$ cat src/rtl/utf8d_pkg.sv
// shared types and constants for the validating utf-8 decoder
package utf8d_pkg;

    // result kinds
    typedef enum logic [1:0] {
        KIND_CHAR = 2'd0,
        KIND_TERM = 2'd1,
        KIND_ERR  = 2'd2
    } kind_t;

    // configuration register indexes
    localparam logic [1:0] CFG_OUTPUT_UTF16      = 2'd0;
    localparam logic [1:0] CFG_STOP_ON_NUL       = 2'd1;
    localparam logic [1:0] CFG_APPEND_TERMINATOR = 2'd2;

    // field widths
    localparam int CODE_W = 21;
    localparam int MAX_RESULTS = 3;

    // lead and second byte limits
    localparam logic [7:0] LEAD_MIN      = 8'hC2;
    localparam logic [7:0] LEAD_MAX      = 8'hF4;
    localparam logic [7:0] LEAD_3BYTE    = 8'hE0;
    localparam logic [7:0] LEAD_4BYTE    = 8'hF0;
    localparam logic [7:0] LEAD_SURR     = 8'hED;
    localparam logic [7:0] TRAIL_MIN     = 8'h80;
    localparam logic [7:0] TRAIL_MAX     = 8'hBF;
    localparam logic [7:0] E0_SECOND_MIN = 8'hA0;
    localparam logic [7:0] ED_SECOND_MAX = 8'h9F;
    localparam logic [7:0] F0_SECOND_MIN = 8'h90;
    localparam logic [7:0] F4_SECOND_MAX = 8'h8F;

    // utf-16 surrogate bases, upper six bits of the 16-bit unit
    localparam logic [5:0] HI_SURR_TOP = 6'b110110;  // D800
    localparam logic [5:0] LO_SURR_TOP = 6'b110111;  // DC00
    localparam logic [CODE_W-1:0] BMP_MAX   = 21'h00FFFF;
    localparam logic [CODE_W-1:0] PLANE1    = 21'h010000;

    typedef struct packed {
        logic output_utf16;
        logic stop_on_nul;
        logic append_terminator;
    } cfg_t;

    // up to three results produced by one byte
    typedef struct packed {
        logic [MAX_RESULTS-1:0][CODE_W-1:0] unit;
        logic [MAX_RESULTS-1:0][1:0]        kind;
        logic [1:0]                         count;
    } dec_out_t;

endpackage

$ cat src/rtl/utf8d_decode.sv
// sequence state and combinational byte decode for the utf-8 decoder
module utf8d_decode (
    input  logic              aclk,
    input  logic              aresetn,
    input  logic              accept,
    input  logic [7:0]        data_byte,
    input  logic              end_of_text,
    input  utf8d_pkg::cfg_t   cfg,
    output utf8d_pkg::dec_out_t res
);
    import utf8d_pkg::*;

    logic [1:0]        missing_reg,  missing_next;
    logic [7:0]        lead_reg,     lead_next;
    logic              second_reg,   second_next;
    logic [CODE_W-1:0] partial_reg,  partial_next;
    logic              discard_reg,  discard_next;

    logic              have_char;
    logic              bad;
    logic              stop;
    logic              term;
    logic              pair;
    logic [CODE_W-1:0] cp;
    logic [CODE_W-1:0] cp_off;
    logic [7:0]        lo;
    logic [7:0]        hi;
    logic [1:0]        missing_dec;

    // sequence state
    always_ff @(posedge aclk) begin
        if (!aresetn) begin
            missing_reg <= '0;
            lead_reg    <= '0;
            second_reg  <= 1'b0;
            partial_reg <= '0;
            discard_reg <= 1'b0;
        end else if (accept) begin
            missing_reg <= missing_next;
            lead_reg    <= lead_next;
            second_reg  <= second_next;
            partial_reg <= partial_next;
            discard_reg <= discard_next;
        end
    end

    // byte classification and state update
    always_comb begin
        missing_next = missing_reg;
        lead_next    = lead_reg;
        second_next  = second_reg;
        partial_next = partial_reg;
        discard_next = discard_reg;
        have_char    = 1'b0;
        bad          = 1'b0;
        stop         = 1'b0;
        term         = 1'b0;
        cp           = '0;
        lo           = TRAIL_MIN;
        hi           = TRAIL_MAX;
        missing_dec  = missing_reg - 2'd1;

        if (discard_reg) begin
            if (end_of_text) begin
                discard_next = 1'b0;
            end
        end else begin
            if (missing_reg == 2'd0) begin
                if (cfg.stop_on_nul && data_byte == 8'h00) begin
                    stop = 1'b1;
                    term = cfg.append_terminator;
                end else if (!data_byte[7]) begin
                    have_char = 1'b1;
                    cp        = {13'b0, data_byte};
                end else if (data_byte < LEAD_MIN || data_byte > LEAD_MAX) begin
                    bad = 1'b1;
                end else begin
                    lead_next   = data_byte;
                    second_next = 1'b0;
                    if (data_byte < LEAD_3BYTE) begin
                        missing_next = 2'd1;
                        partial_next = {16'b0, data_byte[4:0]};
                    end else if (data_byte < LEAD_4BYTE) begin
                        missing_next = 2'd2;
                        partial_next = {17'b0, data_byte[3:0]};
                    end else begin
                        missing_next = 2'd3;
                        partial_next = {18'b0, data_byte[2:0]};
                    end
                end
            end else begin
                // tighter second byte limits exclude overlong, surrogate and out-of-range forms
                if (!second_reg) begin
                    if (lead_reg == LEAD_3BYTE) begin
                        lo = E0_SECOND_MIN;
                    end else if (lead_reg == LEAD_SURR) begin
                        hi = ED_SECOND_MAX;
                    end else if (lead_reg == LEAD_4BYTE) begin
                        lo = F0_SECOND_MIN;
                    end else if (lead_reg == LEAD_MAX) begin
                        hi = F4_SECOND_MAX;
                    end
                end
                if (data_byte < lo || data_byte > hi) begin
                    bad = 1'b1;
                end else begin
                    partial_next = {partial_reg[CODE_W-7:0], data_byte[5:0]};
                    second_next  = 1'b1;
                    missing_next = missing_dec;
                    if (missing_dec == 2'd0) begin
                        have_char    = 1'b1;
                        cp           = {partial_reg[CODE_W-7:0], data_byte[5:0]};
                        lead_next    = '0;
                        second_next  = 1'b0;
                        partial_next = '0;
                    end
                end
            end

            if (bad) begin
                missing_next = '0;
                lead_next    = '0;
                second_next  = 1'b0;
                partial_next = '0;
                discard_next = !end_of_text;
            end else if (stop) begin
                discard_next = !end_of_text;
            end else if (end_of_text && missing_next == 2'd0 && cfg.append_terminator) begin
                term = 1'b1;
            end
        end
    end

    // result assembly: surrogate split and terminator placement
    always_comb begin
        cp_off    = cp - PLANE1;
        pair      = have_char && cfg.output_utf16 && (cp > BMP_MAX);
        res.unit  = '0;
        res.kind  = {KIND_TERM, KIND_TERM, KIND_TERM};
        res.count = 2'd0;
        if (bad) begin
            res.kind[0] = KIND_ERR;
            res.count   = 2'd1;
        end else if (pair) begin
            res.unit[0] = {5'b0, HI_SURR_TOP, cp_off[19:10]};
            res.kind[0] = KIND_CHAR;
            res.unit[1] = {5'b0, LO_SURR_TOP, cp_off[9:0]};
            res.kind[1] = KIND_CHAR;
            res.count   = term ? 2'd3 : 2'd2;
        end else if (have_char) begin
            res.unit[0] = cp;
            res.kind[0] = KIND_CHAR;
            res.count   = term ? 2'd2 : 2'd1;
        end else begin
            res.count   = term ? 2'd1 : 2'd0;
        end
    end

endmodule

$ cat src/rtl/utf8_validating_decoder_unit.sv
// top level of the validating utf-8 decoder with utf-32 / utf-16 output
//
// Takes one UTF-8 byte per transaction on the s_ channel and emits decoded units on the
// m_ channel: code points, or UTF-16 units with a surrogate pair above U+FFFF, optional zero
// terminators at text end, and an error result for any illegal byte, after which the rest of
// the text is dropped. A byte is decoded in the cycle it is accepted and its results (up to
// three) are held in a three-entry result register, shifted out one per cycle while m_ready
// is high. A byte with no result frees the input at once, one with a single result as that
// result is delivered, so plain text runs at one byte per cycle while m_ready is high; a byte
// with several results holds the input until its last result is delivered. Configuration
// writes are expected while no transaction is in flight; cfg_ready is always high.
module utf8_validating_decoder_unit (
    input  logic                          aclk,
    input  logic                          aresetn,
    // configuration write channel
    input  logic                          cfg_valid,
    output logic                          cfg_ready,
    input  logic [1:0]                    cfg_index,
    input  logic                          cfg_data,
    // byte input channel
    input  logic                          s_valid,
    output logic                          s_ready,
    input  logic [7:0]                    s_data_byte,
    input  logic                          s_end_of_text,
    // result channel
    output logic                          m_valid,
    input  logic                          m_ready,
    output logic [utf8d_pkg::CODE_W-1:0]  m_code_unit,
    output logic [1:0]                    m_kind,
    output logic                          m_last
);
    import utf8d_pkg::*;

    cfg_t     cfg_reg, cfg_next;
    dec_out_t res;

    logic [MAX_RESULTS-1:0][CODE_W-1:0] unit_reg, unit_next;
    logic [MAX_RESULTS-1:0][1:0]        kind_reg, kind_next;
    logic [1:0]                         cnt_reg,  cnt_next;

    logic s_accept;
    logic m_accept;

    assign cfg_ready = 1'b1;
    assign s_accept  = s_valid && s_ready;
    assign m_accept  = m_valid && m_ready;

    // configuration registers
    always_comb begin
        cfg_next = cfg_reg;
        if (cfg_valid) begin
            case (cfg_index)
                CFG_OUTPUT_UTF16:      cfg_next.output_utf16      = cfg_data;
                CFG_STOP_ON_NUL:       cfg_next.stop_on_nul       = cfg_data;
                CFG_APPEND_TERMINATOR: cfg_next.append_terminator = cfg_data;
                default:               cfg_next = cfg_reg;
            endcase
        end
    end

    always_ff @(posedge aclk) begin
        if (!aresetn) begin
            cfg_reg <= '{output_utf16: 1'b0, stop_on_nul: 1'b0, append_terminator: 1'b1};
        end else begin
            cfg_reg <= cfg_next;
        end
    end

    // decode core
    utf8d_decode u_decode (
        .aclk        (aclk),
        .aresetn     (aresetn),
        .accept      (s_accept),
        .data_byte   (s_data_byte),
        .end_of_text (s_end_of_text),
        .cfg         (cfg_reg),
        .res         (res)
    );

    // input is taken when the result register is empty or hands over its final entry
    assign s_ready = (cnt_reg == 2'd0) || (m_ready && cnt_reg == 2'd1);

    // result register: load on accept, shift down on each delivered transaction
    always_comb begin
        unit_next = unit_reg;
        kind_next = kind_reg;
        cnt_next  = cnt_reg;
        if (s_accept) begin
            unit_next = res.unit;
            kind_next = res.kind;
            cnt_next  = res.count;
        end else if (m_accept) begin
            unit_next[0] = unit_reg[1];
            unit_next[1] = unit_reg[2];
            kind_next[0] = kind_reg[1];
            kind_next[1] = kind_reg[2];
            cnt_next     = cnt_reg - 2'd1;
        end
    end

    always_ff @(posedge aclk) begin
        if (!aresetn) begin
            cnt_reg <= '0;
        end else begin
            cnt_reg <= cnt_next;
        end
    end

    always_ff @(posedge aclk) begin
        unit_reg <= unit_next;
        kind_reg <= kind_next;
    end

    assign m_valid     = (cnt_reg != 2'd0);
    assign m_code_unit = unit_reg[0];
    assign m_kind      = kind_reg[0];
    assign m_last      = (cnt_reg == 2'd1);

    // a byte that produces results shows them in the next cycle
    a_result_follows: assert property (@(posedge aclk) disable iff (!aresetn)
        s_accept && res.count != 2'd0 |=> m_valid)
        else $error("decoded results not presented");

    // an error result is always the only result of its byte
    a_err_last: assert property (@(posedge aclk) disable iff (!aresetn)
        m_valid && m_kind == KIND_ERR |-> m_last)
        else $error("error result not last");

    // a terminator always closes its byte's results
    a_term_last: assert property (@(posedge aclk) disable iff (!aresetn)
        m_valid && m_kind == KIND_TERM |-> m_last)
        else $error("terminator not last");

    // a high surrogate is always followed by its low surrogate
    a_pair_order: assert property (@(posedge aclk) disable iff (!aresetn)
        m_accept && m_kind == KIND_CHAR && m_code_unit[CODE_W-1:10] == {5'b0, HI_SURR_TOP}
        |=> m_valid && m_kind == KIND_CHAR
            && m_code_unit[CODE_W-1:10] == {5'b0, LO_SURR_TOP})
        else $error("high surrogate without low surrogate");

endmodule
$ cat config.mk
export PLATFORM = sky130hd
export DESIGN_NAME = utf8_validating_decoder_unit
export DESIGN_NICKNAME = d
export VERILOG_FILES = /design/src/rtl/utf8d_pkg.sv /design/src/rtl/utf8d_decode.sv /design/src/rtl/utf8_validating_decoder_unit.sv
export SDC_FILE = /design/constraint.sdc
export NUM_CORES = 1
export LEC_CHECK = 0
export BUFFER_PORTS_ARGS = -buffer_cell sky130_fd_sc_hd__buf_2
export CORE_ASPECT_RATIO = 1.25
export CORE_MARGIN = 10
export CORE_UTILIZATION = 63
export CTS_CLUSTER_DIAMETER = 60
export CTS_CLUSTER_SIZE = 28
export DETAILED_ROUTE_END_ITERATION = 12
export PLACE_DENSITY = 0.85
export SLEW_MARGIN = 10
export SYNTH_ARGS = -nofsm -noshare
export SYNTH_HDL_FRONTEND = slang
export SYNTH_SLANG_ARGS = --single-unit
$ cat constraint.sdc
create_clock -name aclk -period 9.13 [get_ports aclk]
set_input_delay 1.3695 -clock aclk [delete_from_list [all_inputs] [get_ports aclk]]
set_output_delay 1.3695 -clock aclk [all_outputs]
set_load 0.1 [all_outputs]
* Yosys cells after proc, flatten, opt, wreduce, memory -nomap -nowiden
Index checks and enable logic that the tools add are counted.
Word-level totals: logic and storage cells 158, flip-flop bits (word level) 78
Operators by class: reductions and logical operators 27, bitwise operators 1, add/subtract/negate cells 3, magnitude comparators 7, equal/unequal tests 11, muxes and demuxes 96
Operators with widths (count):
- $mux 21 | 7
- $mux 8 | 18
- $mux 42 | 3
- $mux 15 | 7
- $mux 1 | 39
- $eq 8x8->1 const B | 4
- $lt 8x8->1 const B | 3
- $mux 2 | 12
- $gt 21x16->1 const B | 1
- $sub 20x17->20 const B | 1
- $mux 16 | 1
- $mux 4 | 4
- $logic_not 2->1 | 5
- $mux 5 | 2
- $ne 3x3->1 const B | 3
- $gt 8x8->1 | 1
- $gt 8x8->1 const B | 1
- $logic_and 1x1->1 | 8
- $logic_not 8->1 | 1
- $lt 8x8->1 | 1
- $reduce_and 2->1 | 4
- $mux 7 | 1
- $reduce_and 7->1 | 1
- $mux 6 | 1
- other kinds (11) | 16

* Longest topological paths before layout
word-level depth 25, gate-level depth with buffers 19, depth with buffers taken out 18

* Hierarchy
From an unflattened synthesis, not the netlist that was laid out.
Unflattened totals: cells, all modules 462, area total of the unflattened synthesis 5362.6 µm²
Modules (own cells, without submodules):
- utf8_validating_decoder_unit | seq. area each 2172.1 µm², area each 3154.3 µm², instances 1, cells each 178
- utf8d_decode | seq. area each 540.5 µm², area each 2208.4 µm², instances 1, cells each 284

* Least setup slack after synthesis
Ideal clock, no wire load.
path type input-to-reg, from input s_data_byte[5], to register unit_reg, in the netlist m_code_unit[0] (data pin), required time 8.869 ns, path buffers 1, setup time 0.261 ns, arrival 3.972 ns, path slack 4.898 ns, stages on the path 16, cells stage by stage ha_1 > a211o_1 > o21ai_1 > o211a_1 > nand2_1 > nor2_1 > nand2_1 > ha_1 > nand3b_1 > nand3_1 > o2bb2ai_1 > nor3b_2 > buf_2 > nor2_1 > a221oi_1 > nor2_1
RTL lines:
- from (decl) | RTL line utf8_validating_decoder_unit.sv:23 | input logic [7:0] s_data_byte,
- to (signal assigned) | RTL line utf8_validating_decoder_unit.sv:110 | unit_reg <= unit_next;
- to (decl) | RTL line utf8_validating_decoder_unit.sv:37 | logic [MAX_RESULTS-1:0][CODE_W-1:0] unit_reg, unit_next;

==> flow_summary_export.csv <==
group,metric,value,unit
finish,final_core_util,71.2,%
logic_synthesis,syn_inst,375,
placed_design,dp_hpwl,5790,microns
timing,whs,0.454,ns
detailed_routing,postRouteAntennaNets,0,
logic_synthesis,ys_types,58,
finish,drive_gt1_share,18.1,%
cts,cts-resized-gates,0,
finish,final_cell_mix,"buf_2 (42), edfxtp_1 (35), nor2_1 (32), dfxtp_1 (32), nor2b_1 (29)",
cts,ctsLongestPathBuffers,2,
worst_setup_path,cp_slowest_cell,"nor3b_2",
timing,timing.final.crit_share,60.7,%
logic_synthesis,syn_area_per_cell,9.68,sq um
grt,grt_pass1_wl,13000,microns
finish,nets,415,
finish,final_common_cell,"buf_2",
logic_synthesis,synth_edf_count,35,
worst_setup_path,cp.required,9.23,ns
logic_synthesis,ys_ff_latch,67,
cts,numClockSinks,67,
finish,n_fill_cell,409,
cts,ctsRootBufferMaster,"clkbuf_8",
timing,skew,0.00857,ns
timing,hold_viol_final,0,
logic_synthesis,ys_seq_area_share,46.6,%
flow_run,drv_cap,0,
logic_synthesis,synthFlopType,"edfxtp_1",
detailed_routing,drt_iter0_markers,232,
die,floorplan.initialDensity,65.8,%
detailed_routing,vias,2801,
timing,max_freq,181,MHz
hold_path,worstHoldPathType,"reg -> reg",
placed_design,port_buffers,42,
timing,setup-tns-final,0,ns
worst_setup_path,cp.arrival,5.63,ns
worst_setup_path,worstPathCellList,"buf_2, ha_1, a211o_1, o21ai_1, o211a_1, nand2_1, nor2_1, nand2_1, ha_1, nand3b_1, nand3_1, o2bb2ai_1, nor3b_2, nor2_1, a221oi_1, nor2_1",
power_and_ir_drop,leakage,0.00153,uW
timing,rsz0062_at_grt,"no",
worst_setup_path,max_stage_delay,0.93,ns
die,die-area,9210,sq um
finish,syn_to_final_growth,8.21,%
cts,cts_hold_buffers,0,
power_and_ir_drop,ir_worst_vdd,154,uV
finish,seq_area,1690,sq um
die,io-pin-count,44,
power_and_ir_drop,power_density,289,nW/um^2
logic_synthesis,synthArstFlopShare,0,%
worst_setup_path,crit_buf_inv,1,
worst_setup_path,critPathKind,"in -> reg",
placed_design,gp_congestion,0.924,
detailed_routing,viasPerCell,6.13,
grt,grtUsageTotal,17.5,%
timing,maxSlewHeadroom,31.8,%
cts,cts_tree,"done",
worst_setup_path,cp_max_fo,21,
timing,min_period,5.54,ns
logic_synthesis,syn-cell-area,3630,sq um
die,core_area,5520,sq um
grt,grt_pass1_vias,2699,
detailed_routing,dr.pass1.iters,7,
die,die_w,87.9,microns
cts,clock_latency,0.35,ns
timing,final-max-slew-violation-count,0,
worst_setup_path,crit_path_end_kind,"flip-flop",
worst_setup_path,crit_top_cell,"nor2_1",
finish,n_antenna_cell,0,
timing,finalSetupViolCount,0,
die,die_h,105,microns
timing,worst_slew_pin_slew,1.02,ns
power_and_ir_drop,p_total,1140,uW
outcome,outcome,"completed",
cts,clkTransAtPathRegs,0.07,ns
detailed_routing,post_drt_wl_per_cell,17.2,microns
detailed_routing,drc,0,
finish,largest_reg_flops,21,
die,num_rows,30,
grt,overflow,0,
cts,postCtsSetupBuffers,0,
logic_synthesis,yosys_warnings,0,
cts,htreeDepth,3,
finish,multiInputGateArea,1620,sq um
finish,design_area,3930,sq um
grt,grt_max_degree,36,
cts,numCtsBuffers,9,
worst_setup_path,crit_family,"simple AND/OR/NAND/NOR gates",
placed_design,post_dp_cell_area,3680,sq um
detailed_routing,routed_wl,7880,microns
worst_setup_path,startpoint_type,"primary input",
grt,antenna_found_initial,0,
logic_synthesis,syn_nets,402,
-- metrics by stage --
stage               setup slack, ns  instances
global route                   3.15        457
finish                         3.59        457
CTS                            3.69        457
global placement               3.50        441
detailed placement             3.32        441
floorplan                      4.90        375
-- cells by family (layout without fill, tap and decap cells) --
family	Yosys count	in the layout	synth area share [%]
other	1	1	0.103
DFF	67	67	46.6
buffers and inverters	58	76	8.62
adders and majority gates	10	10	3.45
and+or+nand+nor	145	145	21.8
muxes	4	4	1.10
AOI/OAI and AO/OA	88	88	17.8
xor gates and xnor gates	2	2	0.483
-- worst min-delay path, cell delays in order, from the launching register on --
cell and delay [ns]:
dfxtp_1 0.31, nand2_1 0.05, a21boi_1 0.05
-- synthesized netlist by cell type (6+ instances only) --
cell / number / area, sq um
edfxtp_1: 35 / 1050
dfxtp_1: 32 / 641
nor2_1: 32 / 120
nor2b_1: 29 / 181
buf_4: 24 / 180
nand2_1: 24 / 90.1
a22oi_1: 20 / 150
o21ai_0: 18 / 90.1
inv_1: 16 / 60.1
clkbuf_1: 13 / 48.8
a21oi_1: 10 / 50.1
and2_1: 10 / 62.6
ha_1: 10 / 125
nor3_1: 9 / 45.0
and3_1: 7 / 43.8
nand3_1: 6 / 30.0
-- path summary, 6_finish.rpt --
check	from	endpoint	slack (ns)	cells after the start
hold reg to reg	cnt_reg[1]$_SDFFE_PN0P_	cnt_reg[1]$_SDFFE_PN0P_	0.45	2
setup reg to reg	u_decode.second_reg$_SDFFE_PN0P_	m_code_unit[5]$_DFFE_PP_	3.81	18
hold / removal	cnt_reg[1]$_SDFFE_PN0P_	cnt_reg[1]$_SDFFE_PN0P_	0.45	2
setup / recovery	s_data_byte[5]	m_code_unit[5]$_DFFE_PP_	3.59	16
-- final cells by class --
cell class                 instances  area share, %
clock buffer                       9           3.15
sequential                        67           43.1
tap                               64           2.04
multi-input combinational        250           41.4
inverter                          16           1.53
clock inverter                     7           3.09
timing repair buffer              44           5.74
-- per-layer routing --
metal,track usage (%),vias up,routed length [microns]
met2,29.0,100,3990
met3,6.06,17,619
met4,6.62,0,181
met1,19.9,1318,3080
li1,-,1366,-
met5,0,-,0
-- power by group --
part           total, uW  internal (uW)  switching (uW)
logic                437           72.0             365
clock network        304            184             120
registers            396            378            18.2
Power figures use the tool's default switching activity.
